===== config.mk =====
export PLATFORM = sky130hd
export DESIGN_NAME = hsl_to_rgb_converter_top
export DESIGN_NICKNAME = d
export VERILOG_FILES = /design/src/sv/hsl_pkg.sv /design/src/sv/hsl_to_rgb_converter_top.sv
export SDC_FILE = /design/constraint.sdc
export NUM_CORES = 2
export LEC_CHECK = 0
export ABC_AREA = 1
export BUFFER_PORTS_ARGS = -buffer_cell sky130_fd_sc_hd__buf_2
export CAP_MARGIN = 20
export CORE_ASPECT_RATIO = 0.9
export CORE_MARGIN = 4
export CORE_UTILIZATION = 65
export DETAILED_ROUTE_END_ITERATION = 8
export PLACE_DENSITY = 0.82
export SLEW_MARGIN = 5
export SYNTH_ARGS = -nofsm -noshare
export SYNTH_HDL_FRONTEND = slang
export SYNTH_SLANG_ARGS = --single-unit

===== constraint.sdc =====
create_clock -name clock -period 13.3 [get_ports clock]
set_input_delay 1.33 -clock clock [delete_from_list [all_inputs] [get_ports clock]]
set_output_delay 1.33 -clock clock [all_outputs]
set_load 0.02 [all_outputs]

===== src/sv/hsl_pkg.sv =====
// Package for the HSL to RGB converter: fixed field widths and channel limits.
// No dependencies; imported by hsl_to_rgb_converter_top, hsl_pixel_checker and testbench.
package hsl_pkg;

   localparam int HUE_W = 12;   // hue field width
   localparam int SL_W  = 13;   // saturation and lightness field width
   localparam int CH_W  = 8;    // colour channel width

   localparam logic [CH_W-1:0] CH_MAX = 8'd255;

   localparam int NUM_CH = 3;   // red, green, blue

   typedef logic [CH_W-1:0] channel_type;

endpackage


===== src/sv/hsl_to_rgb_converter_top.sv =====
// HSL to RGB pixel converter, four register stages.
// A beat taken with start passes the stage 1 to 4 registers to the rsp_ ports, shown there for one cycle.
// Throughput: one pixel per clock; busy stays low, as the receiver cannot stall.
// The per-channel hue-weight multipliers in stage three set the depth of each stage.
// Reset clears the valid bits of every stage; payload registers are not reset.
// Depends on hsl_pkg.
module hsl_to_rgb_converter_top
   import hsl_pkg::*;
#(
   parameter int FRAC_BITS = 12
) (
   input  logic              clock,
   input  logic              reset,
   input  logic              start,
   output logic              busy,
   input  logic [HUE_W-1:0]  req_hue,
   input  logic [SL_W-1:0]   req_saturation,
   input  logic [SL_W-1:0]   req_lightness,
   output logic              rsp_valid,
   output channel_type       rsp_red,
   output channel_type       rsp_green,
   output channel_type       rsp_blue
);

   localparam int F   = FRAC_BITS;
   localparam int XW  = (F > HUE_W) ? F : HUE_W;
   localparam int SX  = (F + 1 > SL_W) ? F + 1 : SL_W;
   localparam int PW  = 3 * F + 1;

   localparam logic [SX-1:0]  UNIT_SX = SX'(1) << F;
   localparam logic [F:0]     UNIT_L  = (F + 1)'(1) << F;
   localparam logic [F+1:0]   ONE_T   = (F + 2)'(1) << F;
   localparam logic [F+1:0]   TWO_T   = (F + 2)'(2) << F;
   localparam logic [F+1:0]   THREE_T = (F + 2)'(3) << F;
   localparam logic [F+2:0]   ONE_W   = (F + 3)'(1) << F;
   localparam logic [F+2:0]   THREE_W = (F + 3)'(3) << F;
   localparam logic [F+2:0]   FOUR_W  = (F + 3)'(4) << F;
   localparam logic [F+1:0]   TWO_TW  = (F + 2)'(2) << F;

   // Piecewise hue weight in [0, 1.0]; t3 is the hue offset in thirds of a turn.
   function automatic logic [F:0] ramp_weight(input logic [F+1:0] t3);
      logic [F+2:0] t2;
      logic [F+2:0] down;
      t2   = {t3, 1'b0};
      down = FOUR_W - t2;
      if (t2 < ONE_W) begin
         return t2[F:0];
      end else if (t2 < THREE_W) begin
         return UNIT_L;
      end else if (t3 < TWO_TW) begin
         return down[F:0];
      end else begin
         return '0;
      end
   endfunction

   // Stage 1: normalise fields, half-lightness distance, hue offsets
   logic              v1_ff, v1_in;
   logic [F:0]        s1_ff, s1_in;
   logic [F:0]        l1_ff, l1_in;
   logic [F-1:0]      a1_ff, a1_in;
   logic [F+1:0]      t1_ff [NUM_CH];
   logic [F+1:0]      t1_in [NUM_CH];

   logic [XW-1:0]     hue_x;
   logic [F-1:0]      hue_n;
   logic [SX-1:0]     sat_x;
   logic [SX-1:0]     lit_x;
   logic [F+1:0]      h3;
   logic [F+1:0]      tr_raw;
   logic [F:0]        upper_gap;

   always_comb begin
      hue_x  = XW'(req_hue);
      hue_n  = hue_x[F-1:0];
      sat_x  = SX'(req_saturation);
      lit_x  = SX'(req_lightness);
      v1_in  = start;
      s1_in  = (sat_x > UNIT_SX) ? UNIT_L : sat_x[F:0];
      l1_in  = (lit_x > UNIT_SX) ? UNIT_L : lit_x[F:0];
      upper_gap = UNIT_L - l1_in;
      // below one half the spread follows l, above it follows 1 - l
      a1_in  = (l1_in[F:F-1] == 2'b00) ? l1_in[F-1:0] : upper_gap[F-1:0];
      h3     = (F + 2)'(hue_n) + ((F + 2)'(hue_n) << 1);
      tr_raw = h3 + ONE_T;
      t1_in[0] = (tr_raw >= THREE_T) ? tr_raw - THREE_T : tr_raw;
      t1_in[1] = h3;
      t1_in[2] = (h3 >= ONE_T) ? h3 - ONE_T : h3 + TWO_T;
   end

   // Stage 2: spread product m = s * a, channel weights
   logic              v2_ff, v2_in;
   logic [F:0]        l2_ff, l2_in;
   logic [2*F-1:0]    m2_ff, m2_in;
   logic [F:0]        w2_ff [NUM_CH];
   logic [F:0]        w2_in [NUM_CH];
   logic [2*F:0]      m2_full;

   always_comb begin
      v2_in   = v1_ff;
      l2_in   = l1_ff;
      m2_full = (2 * F + 1)'(s1_ff) * (2 * F + 1)'(a1_ff);
      m2_in   = m2_full[2*F-1:0];
      for (int c = 0; c < NUM_CH; c++) begin
         w2_in[c] = ramp_weight(t1_ff[c]);
      end
   end

   // Stage 3: channel products m * w and base p = l - m
   logic              v3_ff, v3_in;
   logic [2*F:0]      p3_ff, p3_in;
   logic [3*F-1:0]    pr3_ff [NUM_CH];
   logic [3*F-1:0]    pr3_in [NUM_CH];
   logic [3*F:0]      pr3_full [NUM_CH];

   always_comb begin
      v3_in = v2_ff;
      p3_in = {l2_ff, {F{1'b0}}} - (2 * F + 1)'(m2_ff);
      for (int c = 0; c < NUM_CH; c++) begin
         pr3_full[c] = PW'(m2_ff) * PW'(w2_ff[c]);
         pr3_in[c]   = pr3_full[c][3*F-1:0];
      end
   end

   // Stage 4: channel value p + 2*m*w, scale to 8 bits and saturate
   logic              v4_ff, v4_in;
   channel_type       ch4_ff [NUM_CH];
   channel_type       ch4_in [NUM_CH];
   logic [PW-1:0]     sum4 [NUM_CH];
   logic [CH_W:0]     top4 [NUM_CH];

   always_comb begin
      v4_in = v3_ff;
      for (int c = 0; c < NUM_CH; c++) begin
         sum4[c]   = {p3_ff, {F{1'b0}}} + {pr3_ff[c], 1'b0};
         top4[c]   = sum4[c][PW-1:PW-CH_W-1];
         ch4_in[c] = top4[c][CH_W] ? CH_MAX : top4[c][CH_W-1:0];
      end
   end

   always_ff @(posedge clock) begin
      if (reset) begin
         v1_ff <= 1'b0;
         v2_ff <= 1'b0;
         v3_ff <= 1'b0;
         v4_ff <= 1'b0;
      end else begin
         v1_ff <= v1_in;
         v2_ff <= v2_in;
         v3_ff <= v3_in;
         v4_ff <= v4_in;
      end
   end

   always_ff @(posedge clock) begin
      s1_ff <= s1_in;
      l1_ff <= l1_in;
      a1_ff <= a1_in;
      l2_ff <= l2_in;
      m2_ff <= m2_in;
      p3_ff <= p3_in;
      for (int c = 0; c < NUM_CH; c++) begin
         t1_ff[c]  <= t1_in[c];
         w2_ff[c]  <= w2_in[c];
         pr3_ff[c] <= pr3_in[c];
         ch4_ff[c] <= ch4_in[c];
      end
   end

   assign busy      = 1'b0;
   assign rsp_valid = v4_ff;
   assign rsp_red   = ch4_ff[0];
   assign rsp_green = ch4_ff[1];
   assign rsp_blue  = ch4_ff[2];

endmodule


Word-level counts from Yosys, hierarchy flattened
Memory sizes are Yosys's and may differ from the RTL's.
Cells that the tools add are included.
{"block": "word_totals", "register_bits": 104, "ramBits": 213, "inputBits": 41, "output_inout_bits": 26, "word_cells": 61, "n_memories": 4}
{"name": "pr3_ff", "depth": 3, "word_bits": 36, "read_ports": 3, "rd_clocked_by_memory_dff": 0, "wr": 3, "line_no": "hsl_to_rgb_converter_top.sv:112", "text": "logic [3*F-1:0] pr3_ff [NUM_CH];"}
{"name": "t1_ff", "depth": 3, "word_bits": 14, "read_ports": 3, "rd_clocked_by_memory_dff": 0, "wr": 3, "line_no": "hsl_to_rgb_converter_top.sv:62", "text": "logic [F+1:0] t1_ff [NUM_CH];"}
{"name": "w2_ff", "depth": 3, "word_bits": 13, "read_ports": 3, "rd_clocked_by_memory_dff": 0, "wr": 3, "line_no": "hsl_to_rgb_converter_top.sv:95", "text": "logic [F:0] w2_ff [NUM_CH];"}
{"name": "ch4_ff", "depth": 3, "word_bits": 8, "read_ports": 3, "rd_clocked_by_memory_dff": 0, "wr": 3, "line_no": "hsl_to_rgb_converter_top.sv:127", "text": "channel_type ch4_ff [NUM_CH];"}
{"block": "op_classes", "add_sub_neg": 13, "mul": 4, "n_lt_le_gt_ge": 13, "mux": 16, "reduce_logical": 1}
{"operator": "2-to-1 mux 13 bit", "n": 10}
{"operator": "adder 37 bit", "n": 3}
{"operator": "multiplier 24 x 13 -> 36 bit", "n": 3}
{"operator": "< comparator 15 x 13 -> 1 bit, second input constant", "n": 3}
{"operator": "< comparator 15 x 14 -> 1 bit, second input constant", "n": 3}
{"operator": "< comparator 14 bit, second input constant", "n": 3}
{"operator": "subtractor 1 x 13 -> 13 bit, first input constant", "n": 3}
{"operator": "2-to-1 mux 14 bit", "n": 2}
{"operator": "greater-than comparator 13 bit, second input constant", "n": 2}
{"operator": "subtractor 25 x 24 -> 25 bit", "n": 1}
{"operator": "multiplier 13 x 12 -> 24 bit", "n": 1}
{"operator": "2-to-1 mux 8 bit", "n": 3}
{"operator": "adder 12 x 13 -> 14 bit", "n": 1}
{"operator": "adder 14 x 13 -> 14 bit, second input constant", "n": 1}
{"operator": "adder 14 bit, second input constant", "n": 1}
{"operator": "greater-or-equal comparator 14 x 13 -> 1 bit, second input constant", "n": 1}
{"operator": "greater-or-equal comparator 14 bit, second input constant", "n": 1}
{"operator": "subtractor 14 x 13 -> 14 bit, second input constant", "n": 1}
{"operator": "subtractor 14 bit, second input constant", "n": 1}
{"operator": "2-to-1 mux 12 bit", "n": 1}
{"operator": "subtractor 1 x 12 -> 12 bit, first input constant", "n": 1}
{"operator": "zero test 2 bit", "n": 1}

Longest topological paths before layout
An unclocked memory read counts as a cell.
{"block": "depth", "depth_word": 5, "ltp_mapped": 24, "mapped_depth_nobuf": 22}

Worst setup path after synthesis
OpenSTA, ideal clock, no wires.
{"block": "synth_timing", "kind": "reg-to-reg", "startpoint": "reg m2_ff[11]", "endpoint": "mem pr3_ff[0][71] (netlist bit)", "setup_ns": 0.112, "arrival_ns": 4.682, "t_required_ns": 13.188, "path_slack_ns": 8.506, "path_stages_with_launch": 22, "n_path_buf": 2, "period_less_slack_ns": 4.794, "path_cell_list": "dfxtp_1 > clkbuf_1 > buf_1 > nand2_1 > fa_1 > inv_1 > fa_1 > fa_1 > fa_1 > inv_1 > fa_1 > inv_1 > ha_1 > nand2_1 > nor2_1 > inv_1 > nor3_1 > nand2_1 > nand2_1 > nand2_1 > nand3_1 > nand2_1"}
{"item": "start, declared", "line_no": "hsl_to_rgb_converter_top.sv:94", "text": "logic [2*F-1:0] m2_ff, m2_in;"}
{"item": "start signal, assigned", "line_no": "hsl_to_rgb_converter_top.sv:160", "text": "m2_ff <= m2_in;"}
{"item": "end, declared", "line_no": "hsl_to_rgb_converter_top.sv:112"}

==> key figures <==
Detailed routing
  – Total routed wirelength: 127 mm
  – Drt wl/cell: 17.5 um
  – DRT iter0 DRCs: 3218
  – Drc violations: 0
  – DRT Pass-1 Iters: 6
  – Via count: 39500
  – Antenna-violating nets left: 0
  – Via-to-Cell Ratio: 5.46

Die
  – Width of the die: 288 um
  – Die area: 0.0750 mm^2
  – # rows: 92
  – Die H: 260 um
  – Num ports: 67
  – Core ar.: 0.0700 mm^2
  – Initial Util: 0.656

Placement
  – PortBufs: 65
  – RePlAce Congestion: 0.982
  – Detailed placement HPWL: 98.4 mm

Worst setup path
  – CP Launch Point: m2_ff[10]$_DFF_P_
  – CP Max Fanout: 39
  – R2R Path Start: m2_ff[10]$_DFF_P_
  – Worst setup EP type: register
  – Worst R2R Path Depth: 18
  – Crit path DAT: 6060 ps
  – Critical path type: reg -> reg
  – Reg2reg end: pr3_ff[0][104]$_DFF_P_
  – R2R Setup Slk: 7700 ps
  – Critical Path RT: 13760 ps
  – Startpoint Class: register

Layout
  – Layout fillers: 5896
  – Share of cells above drive strength 1: 0.0290
  – Fin util: 0.689
  – Final net count: 7512
  – Layout area overhead: 4.99%
  – Commonest cells after routing, fill and taps aside: 1913 x nand2_1, 1659 x inv_1, 764 x fa_1, 427 x ha_1, 305 x nor2_1
  – Most common cell after layout, fill and taps aside: nand2_1

CTS
  – H-tree levels: 2
  – Worst-path clk slew: 60 ps
  – TritonCTS Buffers: 34
  – Post-cts resize count: 0
  – Clk_lat worst skew: 580 ps
  – Clock Tree Buf Depth: 3
  – CTS Hold Bufs: 0
  – Post-CTS Setup Inserts: 0
  – TritonCTS clock tree: built
  – CTS sink cnt: 256
  – Clock root buffer: clkbuf_16

Yosys
  – Synth cell types: 47
  – Syn Inst Count: 6343
  – Synth Warn #: 0
  – Syn_area_per_cell: 7.24 um^2
  – Fraction of the yosys area taken by sequential cells: 0.112
  – Synth top area share: 0.333
  – Netlist Area Pre-Place: 0.0459 mm^2
  – Syn_nets: 7575
  – Dominant cells by area after synthesis: fa_1 33%, nand2_1 16%, inv_1 14%, ha_1 12%, dfxtp_1 11%
  – Post-synth top area cell: fa_1
  – #FFs+latches synth: 256

Global routing
  – GRT overflow: 0
  – Grt met1 use: 0.420
  – Total Routing Usage GR: 0.349
  – Vias in the first global route: 41500
  – Met2 Track Usage GR: 0.579
  – Largest net degree at the start of global routing: 40
  – Met3 GRT Util: 0.0809
  – Initial antenna violation count: 3
  – First-pass GRT wire length: 208 mm
  – GRT Max-Usage Layer: met2

Timing
  – Hold WS: 321 ps
  – Final setup violation count: 0
  – Final Skew: 27.2 ps
  – Tcrit/Tclk final: 0.421
  – Pins Over Slew Limit: 0
  – Relative max-transition margin: 0.173
  – Setup TNS: 0 ps
  – Tmin final: 5600 ps
  – FMAX: 0.179 GHz
  – Slew @ Worst Pin: 1240 ps
  – RSZ-0062 raised after global routing: no
  – Final hold vios: 0

Worst hold path
  – Type of the tightest min-delay check: reg -> reg
  – Hold EP: l2_ff[7]$_DFF_P_
  – Cells on Worst Hold Path: 0
  – Hold Crit Start: l1_ff[7]$_DFF_P_

Flow run
  – Max-cap violations: 0

Run status
  – Outcome: complete, no violations
Yosys cell counts, drive strengths merged:
| master | n |
|---|---|
| and3b | 1 |
| o22ai | 27 |
| inv | 1659 |
| or3 | 1 |
| clkbuf | 137 |
| nor2 | 307 |
| xor2 | 77 |
| o21a | 9 |
| a31oi | 5 |
| ha | 427 |
| o21ai | 117 |
| a21oi | 212 |
| a21boi | 4 |
| nand3 | 150 |
| dfxtp | 256 |
| conb | 1 |
| or2 | 4 |
| nor3 | 53 |
| fa | 764 |
| nor4 | 6 |
| o31a | 1 |
| nand3b | 6 |
| nand2 | 1918 |
| clkinv | 4 |
| xnor2 | 31 |
| nor3b | 1 |
| o21bai | 24 |
| buf | 65 |
| nand4 | 55 |
| a21o | 17 |
| o211ai | 3 |
| and2 | 1 |
metal layers:
metal | up-vias | wire, um
met5 | - | 13
li1 | 18400 | -
met3 | 468 | 12500
met1 | 18800 | 47300
met2 | 1901 | 58700
met4 | 2 | 8250
sequential cells by signal (all words and copies together) (netlist names):
signal / count
v3_ff: 1
ch4_ff: 24
m2_ff: 24
a1_ff: 12
l2_ff: 13
l1_ff: 12
w2_ff: 36
p3_ff: 25
rsp_valid: 1
pr3_ff: 75
t1_ff: 18
v2_ff: 1
s1_ff: 13
v1_ff: 1
metrics by stage:
| stage | setup slack [ps] | std cells | cell area, um^2 |
|---|---|---|---|
| finish | 7700 | 7249 | 48200 |
| global route | 7410 | 7245 | 48200 |
| CTS | 7700 | 7232 | 48000 |
| detailed placement | 7730 | 7171 | 46800 |
| global placement | 7780 | 7171 | 46800 |
| floorplan | 8510 | 6343 | 45900 |
worst max-delay path: stages, from the launching register on:
cell	delay (ps)
dfxtp_2	1130
nand2_1	190
fa_1	590
inv_1	50
fa_1	560
fa_1	430
fa_1	510
inv_1	60
fa_1	480
inv_1	40
ha_1	340
a21oi_1	250
o21ai_0	190
a21oi_1	280
nor2_1	70
nor2_1	120
nand2_1	60
nand2_1	50
nand2_1	60
cell type report:
class	instances	area [um^2]	share of cell area
Sequential cell	256	5130	0.106
Clock buffer	39	880	0.0182
Multi-Input combinational cell	4222	33800	0.701
Clock inverter	22	234	0.00485
Antenna cell	4	10.0	0.000208
Inverter	1663	6240	0.129
Tap cell	940	1180	0.0244
Timing Repair Buffer	103	771	0.0160
logic make-up after synthesis:
kind of cell / count (synthesis) / share of synthesized area
and+or+nand+nor: 2503 / 0.215
buffers and inverters: 1865 / 0.153
other: 1 / 0.0000816
adders and majority gates: 1191 / 0.449
AOI/OAI and AO/OA: 419 / 0.0504
DFF: 256 / 0.112
xor gates and xnor gates: 108 / 0.0206
how the worst max path moves through the flow:
stage,end,slack (ps)
global placement,pr3_ff[0][104]$_DFF_P_,7780
CTS,pr3_ff[0][101]$_DFF_P_,7700
finish,pr3_ff[0][104]$_DFF_P_,7700
global route,pr3_ff[0][101]$_DFF_P_,7410
detailed placement,pr3_ff[0][101]$_DFF_P_,7730
floorplan,pr3_ff[0][71]$_DFF_P_,8510
Power is not shown: default switching activity piles up to over one toggle a cycle in this logic, so the estimate is an artifact.
